**src/rtl/kpl_pkg.sv**
```systemverilog
// kpl_pkg: shared widths, register indexes and command codes for the
// k-nearest point list. No dependencies.
package kpl_pkg;

    localparam int ID_BITS        = 31;
    localparam int DIST_BITS      = 50;
    localparam int ACC_BITS       = 52;
    localparam int COUNT_BITS     = 4;
    localparam int CFG_DATA_BITS  = 4;
    localparam int CFG_INDEX_BITS = 2;

    localparam logic [DIST_BITS-1:0] DIST_ONES = {DIST_BITS{1'b1}};

    localparam logic [CFG_INDEX_BITS-1:0] REG_DIMS     = 2'd0;
    localparam logic [CFG_INDEX_BITS-1:0] REG_K_IN_USE = 2'd1;

    localparam logic [1:0] DIMS_3D = 2'd3;

    typedef enum logic [1:0] {
        FUNC_QUERY = 2'd0,
        FUNC_OFFER = 2'd1,
        FUNC_READ  = 2'd2,
        FUNC_BOUND = 2'd3
    } func_t;

endpackage

```
**src/rtl/kpl_ram.sv**
```systemverilog
// kpl_ram: generic single-write, single-read RAM with registered read data.
// No dependencies.
module kpl_ram #(
    parameter int WIDTH = 8,
    parameter int DEPTH = 8,
    localparam int AW   = (DEPTH > 1) ? $clog2(DEPTH) : 1
) (
    input  logic             clk,
    input  logic             we,
    input  logic [AW-1:0]    waddr,
    input  logic [WIDTH-1:0] wdata,
    input  logic [AW-1:0]    raddr,
    output logic [WIDTH-1:0] rdata
);

    logic [WIDTH-1:0] mem [DEPTH];

    always_ff @(posedge clk)
    begin
        if (we)
        begin
            mem[waddr] <= wdata;
        end
        rdata <= mem[raddr];
    end

endmodule

```
**src/rtl/kpl_dist.sv**
```systemverilog
// kpl_dist: squared distance unit, one axis per cycle through one multiplier.
// Depends on kpl_pkg.
module kpl_dist
    import kpl_pkg::*;
#(
    parameter int COORD_BITS = 24
) (
    input  logic                         clk,
    input  logic                         rst_n,
    input  logic                         start,
    input  logic signed [COORD_BITS-1:0] px,
    input  logic signed [COORD_BITS-1:0] py,
    input  logic signed [COORD_BITS-1:0] pz,
    input  logic signed [COORD_BITS-1:0] qx,
    input  logic signed [COORD_BITS-1:0] qy,
    input  logic signed [COORD_BITS-1:0] qz,
    output logic                         done,
    output logic [DIST_BITS-1:0]         dist_sq
);

    localparam int MW = COORD_BITS + 1;

    logic                  run_reg;
    logic                  done_reg;
    logic                  sat_reg;
    logic [1:0]            step_reg;
    logic [31:0]           mag_reg;
    logic [ACC_BITS-1:0]   acc_reg;
    logic [COORD_BITS-1:0] a;
    logic [COORD_BITS-1:0] b;
    logic signed [MW-1:0]  diff;
    logic [MW-1:0]         mag;
    logic [DIST_BITS-1:0]  sq;

    always_comb
    begin
        case (step_reg)
            2'd0:    begin a = px; b = qx; end
            2'd1:    begin a = py; b = qy; end
            default: begin a = pz; b = qz; end
        endcase
        diff = $signed({a[COORD_BITS-1], a}) - $signed({b[COORD_BITS-1], b});
        mag  = diff[MW-1] ? MW'(-diff) : MW'(diff);
        sq   = {25'b0, mag_reg[24:0]} * {25'b0, mag_reg[24:0]};
    end

    always_ff @(posedge clk or negedge rst_n)
    begin
        if (!rst_n)
        begin
            run_reg  <= 1'b0;
            done_reg <= 1'b0;
            sat_reg  <= 1'b0;
            step_reg <= 2'd0;
            acc_reg  <= '0;
        end
        else if (start)
        begin
            run_reg  <= 1'b1;
            done_reg <= 1'b0;
            sat_reg  <= 1'b0;
            step_reg <= 2'd0;
            acc_reg  <= '0;
        end
        else if (run_reg)
        begin
            if (step_reg != 2'd3)
            begin
                mag_reg <= 32'(mag);
            end
            if (step_reg != 2'd0)
            begin
                acc_reg <= acc_reg + ACC_BITS'(sq);
                sat_reg <= sat_reg | (|mag_reg[31:25]);
            end
            step_reg <= step_reg + 2'd1;
            if (step_reg == 2'd3)
            begin
                run_reg  <= 1'b0;
                done_reg <= 1'b1;
            end
        end
        else
        begin
            done_reg <= 1'b0;
        end
    end

    assign done    = done_reg;
    assign dist_sq = (sat_reg || (acc_reg > ACC_BITS'(DIST_ONES))) ? DIST_ONES
                                                                   : acc_reg[DIST_BITS-1:0];

endmodule

```
**src/rtl/k_nearest_point_list.sv**
```systemverilog
// k_nearest_point_list: top level, command sequencer over the entry RAM.
// Depends on kpl_pkg, kpl_ram, kpl_dist.
//
//  port group       | dir | handshake              | beat
//  wr_*             | in  | wr_en                  | dims or k_in_use write
//  start/func/...   | in  | start && !busy         | one command
//  done/accepted/...| out | done, one cycle        | one result
//
// Query: recompute each kept distance, bubble-sort the list, then refresh the bound.
// Offer: distance, scan for duplicate ID and slot, shift entries down, write, bound.
// Read out: one result beat per entry. Bound: loads the new bound, one result.
// The entry RAM has one read and one write port; every entry access goes there.
// Reset is asynchronous; RAM contents are not cleared. Results cannot be held off.
module k_nearest_point_list
    import kpl_pkg::*;
#(
    parameter int MAX_POINTS = 8,
    parameter int COORD_BITS = 24
) (
    input  logic                         clk,
    input  logic                         rst_n,
    input  logic                         wr_en,
    input  logic [CFG_INDEX_BITS-1:0]    wr_index,
    input  logic [CFG_DATA_BITS-1:0]     wr_data,
    input  logic                         start,
    output logic                         busy,
    input  logic [1:0]                   func,
    input  logic [ID_BITS-1:0]           point_id,
    input  logic signed [COORD_BITS-1:0] coord_x,
    input  logic signed [COORD_BITS-1:0] coord_y,
    input  logic signed [COORD_BITS-1:0] coord_z,
    input  logic [DIST_BITS-1:0]         bound_value,
    output logic                         done,
    output logic                         accepted,
    output logic [COUNT_BITS-1:0]        entry_count,
    output logic                         full_res,
    output logic [DIST_BITS-1:0]         distance_bound,
    output logic [ID_BITS-1:0]           out_id,
    output logic signed [COORD_BITS-1:0] out_x,
    output logic signed [COORD_BITS-1:0] out_y,
    output logic signed [COORD_BITS-1:0] out_z,
    output logic [DIST_BITS-1:0]         out_dist2,
    output logic                         last
);

    localparam int AW    = (MAX_POINTS > 1) ? $clog2(MAX_POINTS) : 1;
    localparam int CW    = $clog2(MAX_POINTS + 1);
    localparam int Z_LO  = DIST_BITS;
    localparam int Y_LO  = Z_LO + COORD_BITS;
    localparam int X_LO  = Y_LO + COORD_BITS;
    localparam int ID_LO = X_LO + COORD_BITS;
    localparam int EW    = ID_LO + ID_BITS;

    typedef enum logic [4:0] {
        S_IDLE, S_RESULT,
        S_Q_RD, S_Q_LOAD, S_Q_START, S_Q_WAIT,
        S_SORT_RD0, S_SORT_LD0, S_SORT_RD, S_SORT_CMP, S_SORT_END,
        S_O_START, S_O_WAIT, S_O_SCAN_RD, S_O_SCAN_USE, S_O_DECIDE,
        S_O_SHIFT_RD, S_O_SHIFT_WR, S_O_WRITE,
        S_LIMIT, S_LIMIT_USE,
        S_R_RD, S_R_EMIT
    } state_t;

    function automatic logic [CW-1:0] k_limit(input logic [CFG_DATA_BITS-1:0] k);
        logic [CW-1:0] r;
        if (k == '0)
        begin
            r = CW'(1);
        end
        else if (int'(k) > MAX_POINTS)
        begin
            r = CW'(MAX_POINTS);
        end
        else
        begin
            r = CW'(k);
        end
        return r;
    endfunction

    function automatic logic sorts_first(input logic [DIST_BITS-1:0] da,
                                         input logic [ID_BITS-1:0]   ia,
                                         input logic [DIST_BITS-1:0] db,
                                         input logic [ID_BITS-1:0]   ib);
        return (da < db) || ((da == db) && (ia < ib));
    endfunction

    state_t                       state_reg;
    logic [1:0]                   dims_reg;
    logic [CFG_DATA_BITS-1:0]     k_reg;
    logic signed [COORD_BITS-1:0] qx_reg, qy_reg, qz_reg;
    logic [DIST_BITS-1:0]         limit_reg;
    logic [CW-1:0]                total_reg;
    logic [ID_BITS-1:0]           id_reg;
    logic signed [COORD_BITS-1:0] cx_reg, cy_reg, cz_reg;
    logic [DIST_BITS-1:0]         d_reg;
    logic [CW-1:0]                pos_reg;
    logic [CW-1:0]                idx_reg;
    logic [CW-1:0]                pass_reg;
    logic [EW-1:0]                cur_reg;
    logic                         acc_reg;

    logic                         done_reg, accepted_reg, full_reg, last_reg;
    logic [COUNT_BITS-1:0]        count_reg;
    logic [DIST_BITS-1:0]         bound_reg, odist_reg;
    logic [ID_BITS-1:0]           oid_reg;
    logic [COORD_BITS-1:0]        ox_reg, oy_reg, oz_reg;

    logic [CW-1:0]                keff;
    logic [CW-1:0]                keff_m1;
    logic [CW-1:0]                idx_m1;
    logic [CW-1:0]                total_m1;
    logic                         ram_we;
    logic [AW-1:0]                ram_waddr, ram_raddr;
    logic [EW-1:0]                ram_wdata, ram_rdata;
    logic                         dist_start, dist_done;
    logic [DIST_BITS-1:0]         dist_val;
    logic signed [COORD_BITS-1:0] px, py, pz;
    logic                         rd_first;
    logic [CW-1:0]                shift_end;

    assign keff     = k_limit(k_reg);
    assign keff_m1  = keff - 1'b1;
    assign idx_m1   = idx_reg - 1'b1;
    assign total_m1 = total_reg - 1'b1;
    assign busy     = (state_reg != S_IDLE);
    assign rd_first = sorts_first(ram_rdata[DIST_BITS-1:0], ram_rdata[ID_LO +: ID_BITS],
                                  cur_reg[DIST_BITS-1:0], cur_reg[ID_LO +: ID_BITS]);
    assign shift_end = (total_reg < keff) ? total_reg : keff_m1;

    always_comb
    begin
        ram_raddr = '0;
        ram_we    = 1'b0;
        ram_waddr = '0;
        ram_wdata = cur_reg;
        case (state_reg)
            S_Q_RD, S_R_RD, S_O_SCAN_RD, S_SORT_RD:
                ram_raddr = idx_reg[AW-1:0];
            S_O_SHIFT_RD:
                ram_raddr = idx_m1[AW-1:0];
            S_LIMIT:
                ram_raddr = keff_m1[AW-1:0];
            S_Q_WAIT:
            begin
                ram_we    = dist_done;
                ram_waddr = idx_reg[AW-1:0];
                ram_wdata = {cur_reg[EW-1:DIST_BITS], dist_val};
            end
            S_O_SHIFT_WR:
            begin
                ram_we    = 1'b1;
                ram_waddr = idx_reg[AW-1:0];
                ram_wdata = ram_rdata;
            end
            S_O_WRITE:
            begin
                ram_we    = 1'b1;
                ram_waddr = pos_reg[AW-1:0];
                ram_wdata = {id_reg, cx_reg, cy_reg, cz_reg, d_reg};
            end
            S_SORT_CMP:
            begin
                ram_we    = 1'b1;
                ram_waddr = idx_m1[AW-1:0];
                ram_wdata = rd_first ? ram_rdata : cur_reg;
            end
            S_SORT_END:
            begin
                ram_we    = 1'b1;
                ram_waddr = total_m1[AW-1:0];
                ram_wdata = cur_reg;
            end
            default:
            begin
                ram_raddr = '0;
            end
        endcase
    end

    assign dist_start = (state_reg == S_O_START) || (state_reg == S_Q_START);
    assign px = (state_reg == S_O_START || state_reg == S_O_WAIT) ? cx_reg
                                                                  : cur_reg[X_LO +: COORD_BITS];
    assign py = (state_reg == S_O_START || state_reg == S_O_WAIT) ? cy_reg
                                                                  : cur_reg[Y_LO +: COORD_BITS];
    assign pz = (state_reg == S_O_START || state_reg == S_O_WAIT) ? cz_reg
                                                                  : cur_reg[Z_LO +: COORD_BITS];

    kpl_ram #(
        .WIDTH (EW),
        .DEPTH (MAX_POINTS)
    ) u_entries (
        .clk   (clk),
        .we    (ram_we),
        .waddr (ram_waddr),
        .wdata (ram_wdata),
        .raddr (ram_raddr),
        .rdata (ram_rdata)
    );

    kpl_dist #(
        .COORD_BITS (COORD_BITS)
    ) u_dist (
        .clk     (clk),
        .rst_n   (rst_n),
        .start   (dist_start),
        .px      (px),
        .py      (py),
        .pz      (pz),
        .qx      (qx_reg),
        .qy      (qy_reg),
        .qz      (qz_reg),
        .done    (dist_done),
        .dist_sq (dist_val)
    );

    always_ff @(posedge clk or negedge rst_n)
    begin
        if (!rst_n)
        begin
            state_reg    <= S_IDLE;
            dims_reg     <= DIMS_3D;
            k_reg        <= CFG_DATA_BITS'(8);
            qx_reg       <= '0;
            qy_reg       <= '0;
            qz_reg       <= '0;
            limit_reg    <= DIST_ONES;
            total_reg    <= '0;
            acc_reg      <= 1'b0;
            idx_reg      <= '0;
            pos_reg      <= '0;
            pass_reg     <= '0;
            done_reg     <= 1'b0;
            accepted_reg <= 1'b0;
            full_reg     <= 1'b0;
            last_reg     <= 1'b0;
            count_reg    <= '0;
            bound_reg    <= '0;
        end
        else
        begin
            done_reg <= 1'b0;
            if (wr_en)
            begin
                if (wr_index == REG_DIMS)
                begin
                    dims_reg <= wr_data[1:0];
                end
                else if (wr_index == REG_K_IN_USE)
                begin
                    k_reg <= wr_data;
                    if (total_reg > k_limit(wr_data))
                    begin
                        total_reg <= k_limit(wr_data);
                    end
                end
            end
            case (state_reg)
                S_IDLE:
                begin
                    if (start)
                    begin
                        acc_reg <= 1'b0;
                        id_reg  <= point_id;
                        cx_reg  <= coord_x;
                        cy_reg  <= coord_y;
                        cz_reg  <= (dims_reg == DIMS_3D) ? coord_z : '0;
                        idx_reg <= '0;
                        case (func_t'(func))
                            FUNC_QUERY:
                            begin
                                qx_reg    <= coord_x;
                                qy_reg    <= coord_y;
                                qz_reg    <= (dims_reg == DIMS_3D) ? coord_z : '0;
                                state_reg <= (total_reg == '0) ? S_RESULT : S_Q_RD;
                            end
                            FUNC_OFFER:
                                state_reg <= S_O_START;
                            FUNC_READ:
                                state_reg <= (total_reg == '0) ? S_RESULT : S_R_RD;
                            default:
                            begin
                                limit_reg <= bound_value;
                                state_reg <= S_RESULT;
                            end
                        endcase
                    end
                end
                S_Q_RD:
                    state_reg <= S_Q_LOAD;
                S_Q_LOAD:
                begin
                    cur_reg   <= ram_rdata;
                    state_reg <= S_Q_START;
                end
                S_Q_START:
                    state_reg <= S_Q_WAIT;
                S_Q_WAIT:
                begin
                    if (dist_done)
                    begin
                        if (idx_reg + 1'b1 == total_reg)
                        begin
                            pass_reg  <= '0;
                            state_reg <= (total_reg > CW'(1)) ? S_SORT_RD0 : S_LIMIT;
                        end
                        else
                        begin
                            idx_reg   <= idx_reg + 1'b1;
                            state_reg <= S_Q_RD;
                        end
                    end
                end
                S_SORT_RD0:
                begin
                    idx_reg   <= '0;
                    state_reg <= S_SORT_LD0;
                end
                S_SORT_LD0:
                begin
                    cur_reg   <= ram_rdata;
                    idx_reg   <= CW'(1);
                    state_reg <= S_SORT_RD;
                end
                S_SORT_RD:
                    state_reg <= S_SORT_CMP;
                S_SORT_CMP:
                begin
                    if (!rd_first)
                    begin
                        cur_reg <= ram_rdata;
                    end
                    if (idx_reg + 1'b1 == total_reg)
                    begin
                        state_reg <= S_SORT_END;
                    end
                    else
                    begin
                        idx_reg   <= idx_reg + 1'b1;
                        state_reg <= S_SORT_RD;
                    end
                end
                S_SORT_END:
                begin
                    if (pass_reg + 1'b1 == total_m1)
                    begin
                        state_reg <= S_LIMIT;
                    end
                    else
                    begin
                        pass_reg  <= pass_reg + 1'b1;
                        state_reg <= S_SORT_RD0;
                    end
                end
                S_O_START:
                    state_reg <= S_O_WAIT;
                S_O_WAIT:
                begin
                    if (dist_done)
                    begin
                        d_reg   <= dist_val;
                        pos_reg <= total_reg;
                        if (dist_val > limit_reg)
                        begin
                            state_reg <= S_RESULT;
                        end
                        else if (total_reg == '0)
                        begin
                            state_reg <= S_O_DECIDE;
                        end
                        else
                        begin
                            state_reg <= S_O_SCAN_RD;
                        end
                    end
                end
                S_O_SCAN_RD:
                    state_reg <= S_O_SCAN_USE;
                S_O_SCAN_USE:
                begin
                    if (ram_rdata[ID_LO +: ID_BITS] == id_reg)
                    begin
                        state_reg <= S_RESULT;
                    end
                    else
                    begin
                        if (pos_reg == total_reg &&
                            sorts_first(d_reg, id_reg, ram_rdata[DIST_BITS-1:0],
                                        ram_rdata[ID_LO +: ID_BITS]))
                        begin
                            pos_reg <= idx_reg;
                        end
                        if (idx_reg + 1'b1 == total_reg)
                        begin
                            state_reg <= S_O_DECIDE;
                        end
                        else
                        begin
                            idx_reg   <= idx_reg + 1'b1;
                            state_reg <= S_O_SCAN_RD;
                        end
                    end
                end
                S_O_DECIDE:
                begin
                    if (pos_reg < keff)
                    begin
                        idx_reg   <= shift_end;
                        state_reg <= (shift_end > pos_reg) ? S_O_SHIFT_RD : S_O_WRITE;
                    end
                    else
                    begin
                        state_reg <= S_LIMIT;
                    end
                end
                S_O_SHIFT_RD:
                    state_reg <= S_O_SHIFT_WR;
                S_O_SHIFT_WR:
                begin
                    if (idx_m1 == pos_reg)
                    begin
                        state_reg <= S_O_WRITE;
                    end
                    else
                    begin
                        idx_reg   <= idx_m1;
                        state_reg <= S_O_SHIFT_RD;
                    end
                end
                S_O_WRITE:
                begin
                    acc_reg <= 1'b1;
                    if (total_reg < keff)
                    begin
                        total_reg <= total_reg + 1'b1;
                    end
                    state_reg <= S_LIMIT;
                end
                S_LIMIT:
                    state_reg <= (total_reg == keff) ? S_LIMIT_USE : S_RESULT;
                S_LIMIT_USE:
                begin
                    limit_reg <= ram_rdata[DIST_BITS-1:0];
                    state_reg <= S_RESULT;
                end
                S_RESULT:
                begin
                    done_reg     <= 1'b1;
                    accepted_reg <= acc_reg;
                    count_reg    <= COUNT_BITS'(total_reg);
                    full_reg     <= (total_reg == keff);
                    bound_reg    <= limit_reg;
                    oid_reg      <= '0;
                    ox_reg       <= '0;
                    oy_reg       <= '0;
                    oz_reg       <= '0;
                    odist_reg    <= '0;
                    last_reg     <= 1'b1;
                    state_reg    <= S_IDLE;
                end
                S_R_RD:
                    state_reg <= S_R_EMIT;
                S_R_EMIT:
                begin
                    done_reg     <= 1'b1;
                    accepted_reg <= 1'b0;
                    count_reg    <= COUNT_BITS'(total_reg);
                    full_reg     <= (total_reg == keff);
                    bound_reg    <= limit_reg;
                    oid_reg      <= ram_rdata[ID_LO +: ID_BITS];
                    ox_reg       <= ram_rdata[X_LO +: COORD_BITS];
                    oy_reg       <= ram_rdata[Y_LO +: COORD_BITS];
                    oz_reg       <= ram_rdata[Z_LO +: COORD_BITS];
                    odist_reg    <= ram_rdata[DIST_BITS-1:0];
                    last_reg     <= (idx_reg + 1'b1 == total_reg);
                    idx_reg      <= idx_reg + 1'b1;
                    state_reg    <= (idx_reg + 1'b1 == total_reg) ? S_IDLE : S_R_RD;
                end
                default:
                    state_reg <= S_IDLE;
            endcase
        end
    end

    assign done           = done_reg;
    assign accepted       = accepted_reg;
    assign entry_count    = count_reg;
    assign full_res       = full_reg;
    assign distance_bound = bound_reg;
    assign out_id         = oid_reg;
    assign out_x          = ox_reg;
    assign out_y          = oy_reg;
    assign out_z          = oz_reg;
    assign out_dist2      = odist_reg;
    assign last           = last_reg;

    a_total_in_k: assert property (@(posedge clk) disable iff (!rst_n)
        total_reg <= keff)
        else $error("entry count above k");

    a_more_beats: assert property (@(posedge clk) disable iff (!rst_n)
        done && !last |-> busy)
        else $error("read out stopped early");

    a_accept_single: assert property (@(posedge clk) disable iff (!rst_n)
        done && accepted |-> last)
        else $error("accepted on a read-out beat");

    a_start_busy: assert property (@(posedge clk) disable iff (!rst_n)
        start && !busy |=> busy)
        else $error("command not taken");

endmodule
```
**config.mk**
```make
export PLATFORM = sky130hd
export DESIGN_NAME = k_nearest_point_list
export DESIGN_NICKNAME = d
export VERILOG_FILES = /design/src/rtl/kpl_pkg.sv /design/src/rtl/kpl_ram.sv /design/src/rtl/kpl_dist.sv /design/src/rtl/k_nearest_point_list.sv
export SDC_FILE = /design/constraint.sdc
export NUM_CORES = 2
export LEC_CHECK = 0
export BUFFER_PORTS_ARGS = -buffer_cell sky130_fd_sc_hd__buf_2
export CAP_MARGIN = 20
export CORE_ASPECT_RATIO = 1.25
export CORE_MARGIN = 2
export CORE_UTILIZATION = 68
export DETAILED_ROUTE_END_ITERATION = 8
export GPL_TIMING_DRIVEN = 1
export HOLD_SLACK_MARGIN = 0.05
export PLACE_DENSITY_LB_ADDON = 0.25
export SYNTH_ARGS = -nofsm -noshare
export SYNTH_HDL_FRONTEND = slang
export SYNTH_SLANG_ARGS = --single-unit
```
**constraint.sdc**
```tcl
create_clock -name clk -period 27.4 [get_ports clk]
set_clock_uncertainty 0.05 [all_clocks]
set_input_delay 5.48 -clock clk [delete_from_list [all_inputs] [get_ports clk]]
set_output_delay 5.48 -clock clk [all_outputs]
set_load 0.005 [all_outputs]
```
==> summary.txt <==
Status
  • Status: finished, final reports clean

Setup path
  • Crit path buffers/inverters: 2
  • Max stage delay on crit path: 0.82 ns
  • Slowest CP cell: nor2_1
  • Endpoint class of the critical path: primary output
  • Critical Path RT: 21.87 ns
  • CP Max Fanout: 23
  • Crit-path cells: nor2_1 > nand2_1 > nor3_1 > inv_1 > buf_2
  • Startpoint types: flop
  • CP top delay family: simple AND/OR/NAND/NOR gates
  • Critical Path AT: 3.74 ns
  • Setup CP Type: flop to primary output

Logic synthesis
  • Commonest register cell after synthesis: edfxtp_1
  • Post-synthesis cell type count: 91
  • Async set or reset register ratio after synthesis: 0.1242
  • Syn Area/Cell: 11.27 um2
  • Number of synthesized flops with an enable pin: 1708
  • #FFs+latches synth: 2125
  • Synth Warn #: 0
  • Top cells by area, synth: edfxtp_1 47%, fa_1 9.5%, nand2_1 6.3%
  • Mapped Area: 0.1095 mm2
  • Syn nets: 10850
  • Synth top area share: 0.4686
  • Top-count cell post-synth: nand2_1
  • Register area share after synthesis: 0.5575
  • Post-synth top cells: 1823 x nand2_1, 1708 x edfxtp_1, 1092 x inv_1
  • Post-Synthesis Cells: 9711
  • Post-synth top area cell: edfxtp_1

STA
  • TNS Setup: 0 ns
  • RSZ-0062 raised after global routing: false
  • Fin worst setup slack: 18.13 ns
  • Final Max Tran Viols: 0
  • Count of final hold-check violations: 0
  • Slew HR: 0.1313
  • Fmax: 0.1079 GHz
  • Fin crit share: 0.3382
  • Fin crit period: 9.267 ns
  • Slew @ Worst Pin: 1.303 ns
  • Final Setup Violations: 0

Detailed routing
  • DRC viols: 0
  • Wire length per cell: 25.09 um
  • Routed Antenna Nets: 0
  • Final WL: 304800 um
  • DR vias: 77370
  • Vias per cell: 6.369
  • TritonRoute pass-1 iters: 6
  • Initial drt markers: 9867

Global route
  • All-layer global routing usage: 0.3712
  • Initial antenna violation count: 23
  • GR Overflow Total: 0
  • Largest net degree at the start of global routing: 199
  • First-pass GRT wire length: 458600 um
  • Vias in the first global route: 77770

Job
  • Total of max-cap violations: 0

Die
  • Site Rows: 164
  • Die H: 452.6 um
  • DIE WIDTH: 362.8 um
  • Die ar.: 0.1642 mm2
  • Starting density of the core: 0.6847
  • # IOs: 377
  • Core area: 0.1598 mm2

Clocking
  • CTS max path bufs: 3
  • CTS tree: done
  • CTS sink cnt: 2125
  • CTS Hold Bufs: 0
  • Root Buffer: clkbuf_16
  • Clock slew at reported path FFs: 0.07 ns
  • # resized after CTS: 0
  • # Post-CTS Setup Buffers: 0
  • CTS Buf Count: 194
  • H-tree depth: 4
  • Clock Latency Late Sink: 0.87 ns

Placement
  • Placed cell area: 0.1132 mm2
  • Inst Count DP: 11760
  • DP HPWL: 200000 um
  • DP Worst Slack: 18.72 ns
  • Port Buffers: 376
  • GPL Wtd Cong: 0.9555

Final layout
  • Final cell count without fillers: 12150
  • Nets: 11030
  • Final Cell Area: 0.1198 mm2
  • Max FFs per register: 1224
  • Area Growth Syn to Fin: 9.475%
  • Fill count: 10140
  • Share of layout cells above drive strength 1: 0.09855

Min path
  • Hold Crit Class: flop to flop
cell type report:
| class | instances | area [um2] | share of cell area |
|---|---|---|---|
| Inverter | 1093 | 4103 | 0.03424 |
| Multi-Input combinational cell | 5997 | 42690 | 0.3562 |
| Sequential cell | 2125 | 61020 | 0.5093 |
| Antenna cell | 16 | 40.04 | 0.0003341 |
| Tap cell | 2075 | 2596 | 0.02167 |
| Timing Repair Buffer | 474 | 2768 | 0.02310 |
| Clock buffer | 278 | 5607 | 0.04679 |
| Clock inverter | 89 | 1001 | 0.008354 |
stage by stage:
stage | hold slack (ns) | utilization
final | 0.4020 | 0.7496
after global routing | 0.4184 | 0.7495
after CTS | 0.3950 | 0.7492
after detailed placement | 0.3950 | 0.7079
after global placement | 0.3863 | 0.7077
after floorplan | 0.3733 | -
per-layer routing:
layer	vias up	part of all wire	track usage
met5	-	0.00029	0
met4	14	0.069	0.2317
met3	950	0.098	0.06892
met2	4850	0.48	0.6036
met1	37960	0.35	0.4633
li1	33590	-	-
worst paths after layout:
kind                            slack, ns                start  cells past startpoint            endpoint
worst min register to register       0.40  u_entries.rdata[91]                      0         cur_reg[91]
worst max register to register      18.55    u_dist.mag_reg[4]                     24  u_dist.acc_reg[51]
worst min-delay path                 0.40  u_entries.rdata[91]                      0         cur_reg[91]
max in group asynchronous           21.21                rst_n                      2  u_dist.acc_reg[37]
worst max-delay path                18.13         state_reg[0]                      5                busy
min in group asynchronous            4.61                rst_n                      1  distance_bound[30]
logic make-up (layout without fill, tap and decap cells):
kind of cell	count (synthesis)	after routing	share of synthesized area
mux	117	117	0.01164
simple gates	3565	3565	0.1455
flops	2125	2125	0.5575
buf+inv	1589	1934	0.05489
xor+xnor	121	121	0.009682
other cells	0	16	0
compound gates	1217	1217	0.07322
fa+ha+maj	977	977	0.1475
placed cells by master (no fill, tap or decap), types with 110 or more instances in the layout:
master and instances:
nand2_1 1821, a21oi_1 308, clkbuf_16 199, nor3_1 112, buf_2 377, nand3_1 810, and2_1 200, a221o_1 153
nor2b_1 110, inv_1 1092, a21o_1 115, o21ai_0 198, nor2_1 307, o21ai_1 162, dfrtp_1 211, edfxtp_1 1708
dfxtp_1 153, fa_1 522, ha_1 453
Power is left out: the tool's default activity adds up to more than one toggle a clock period on the data nets, which glitch-free logic cannot reach.
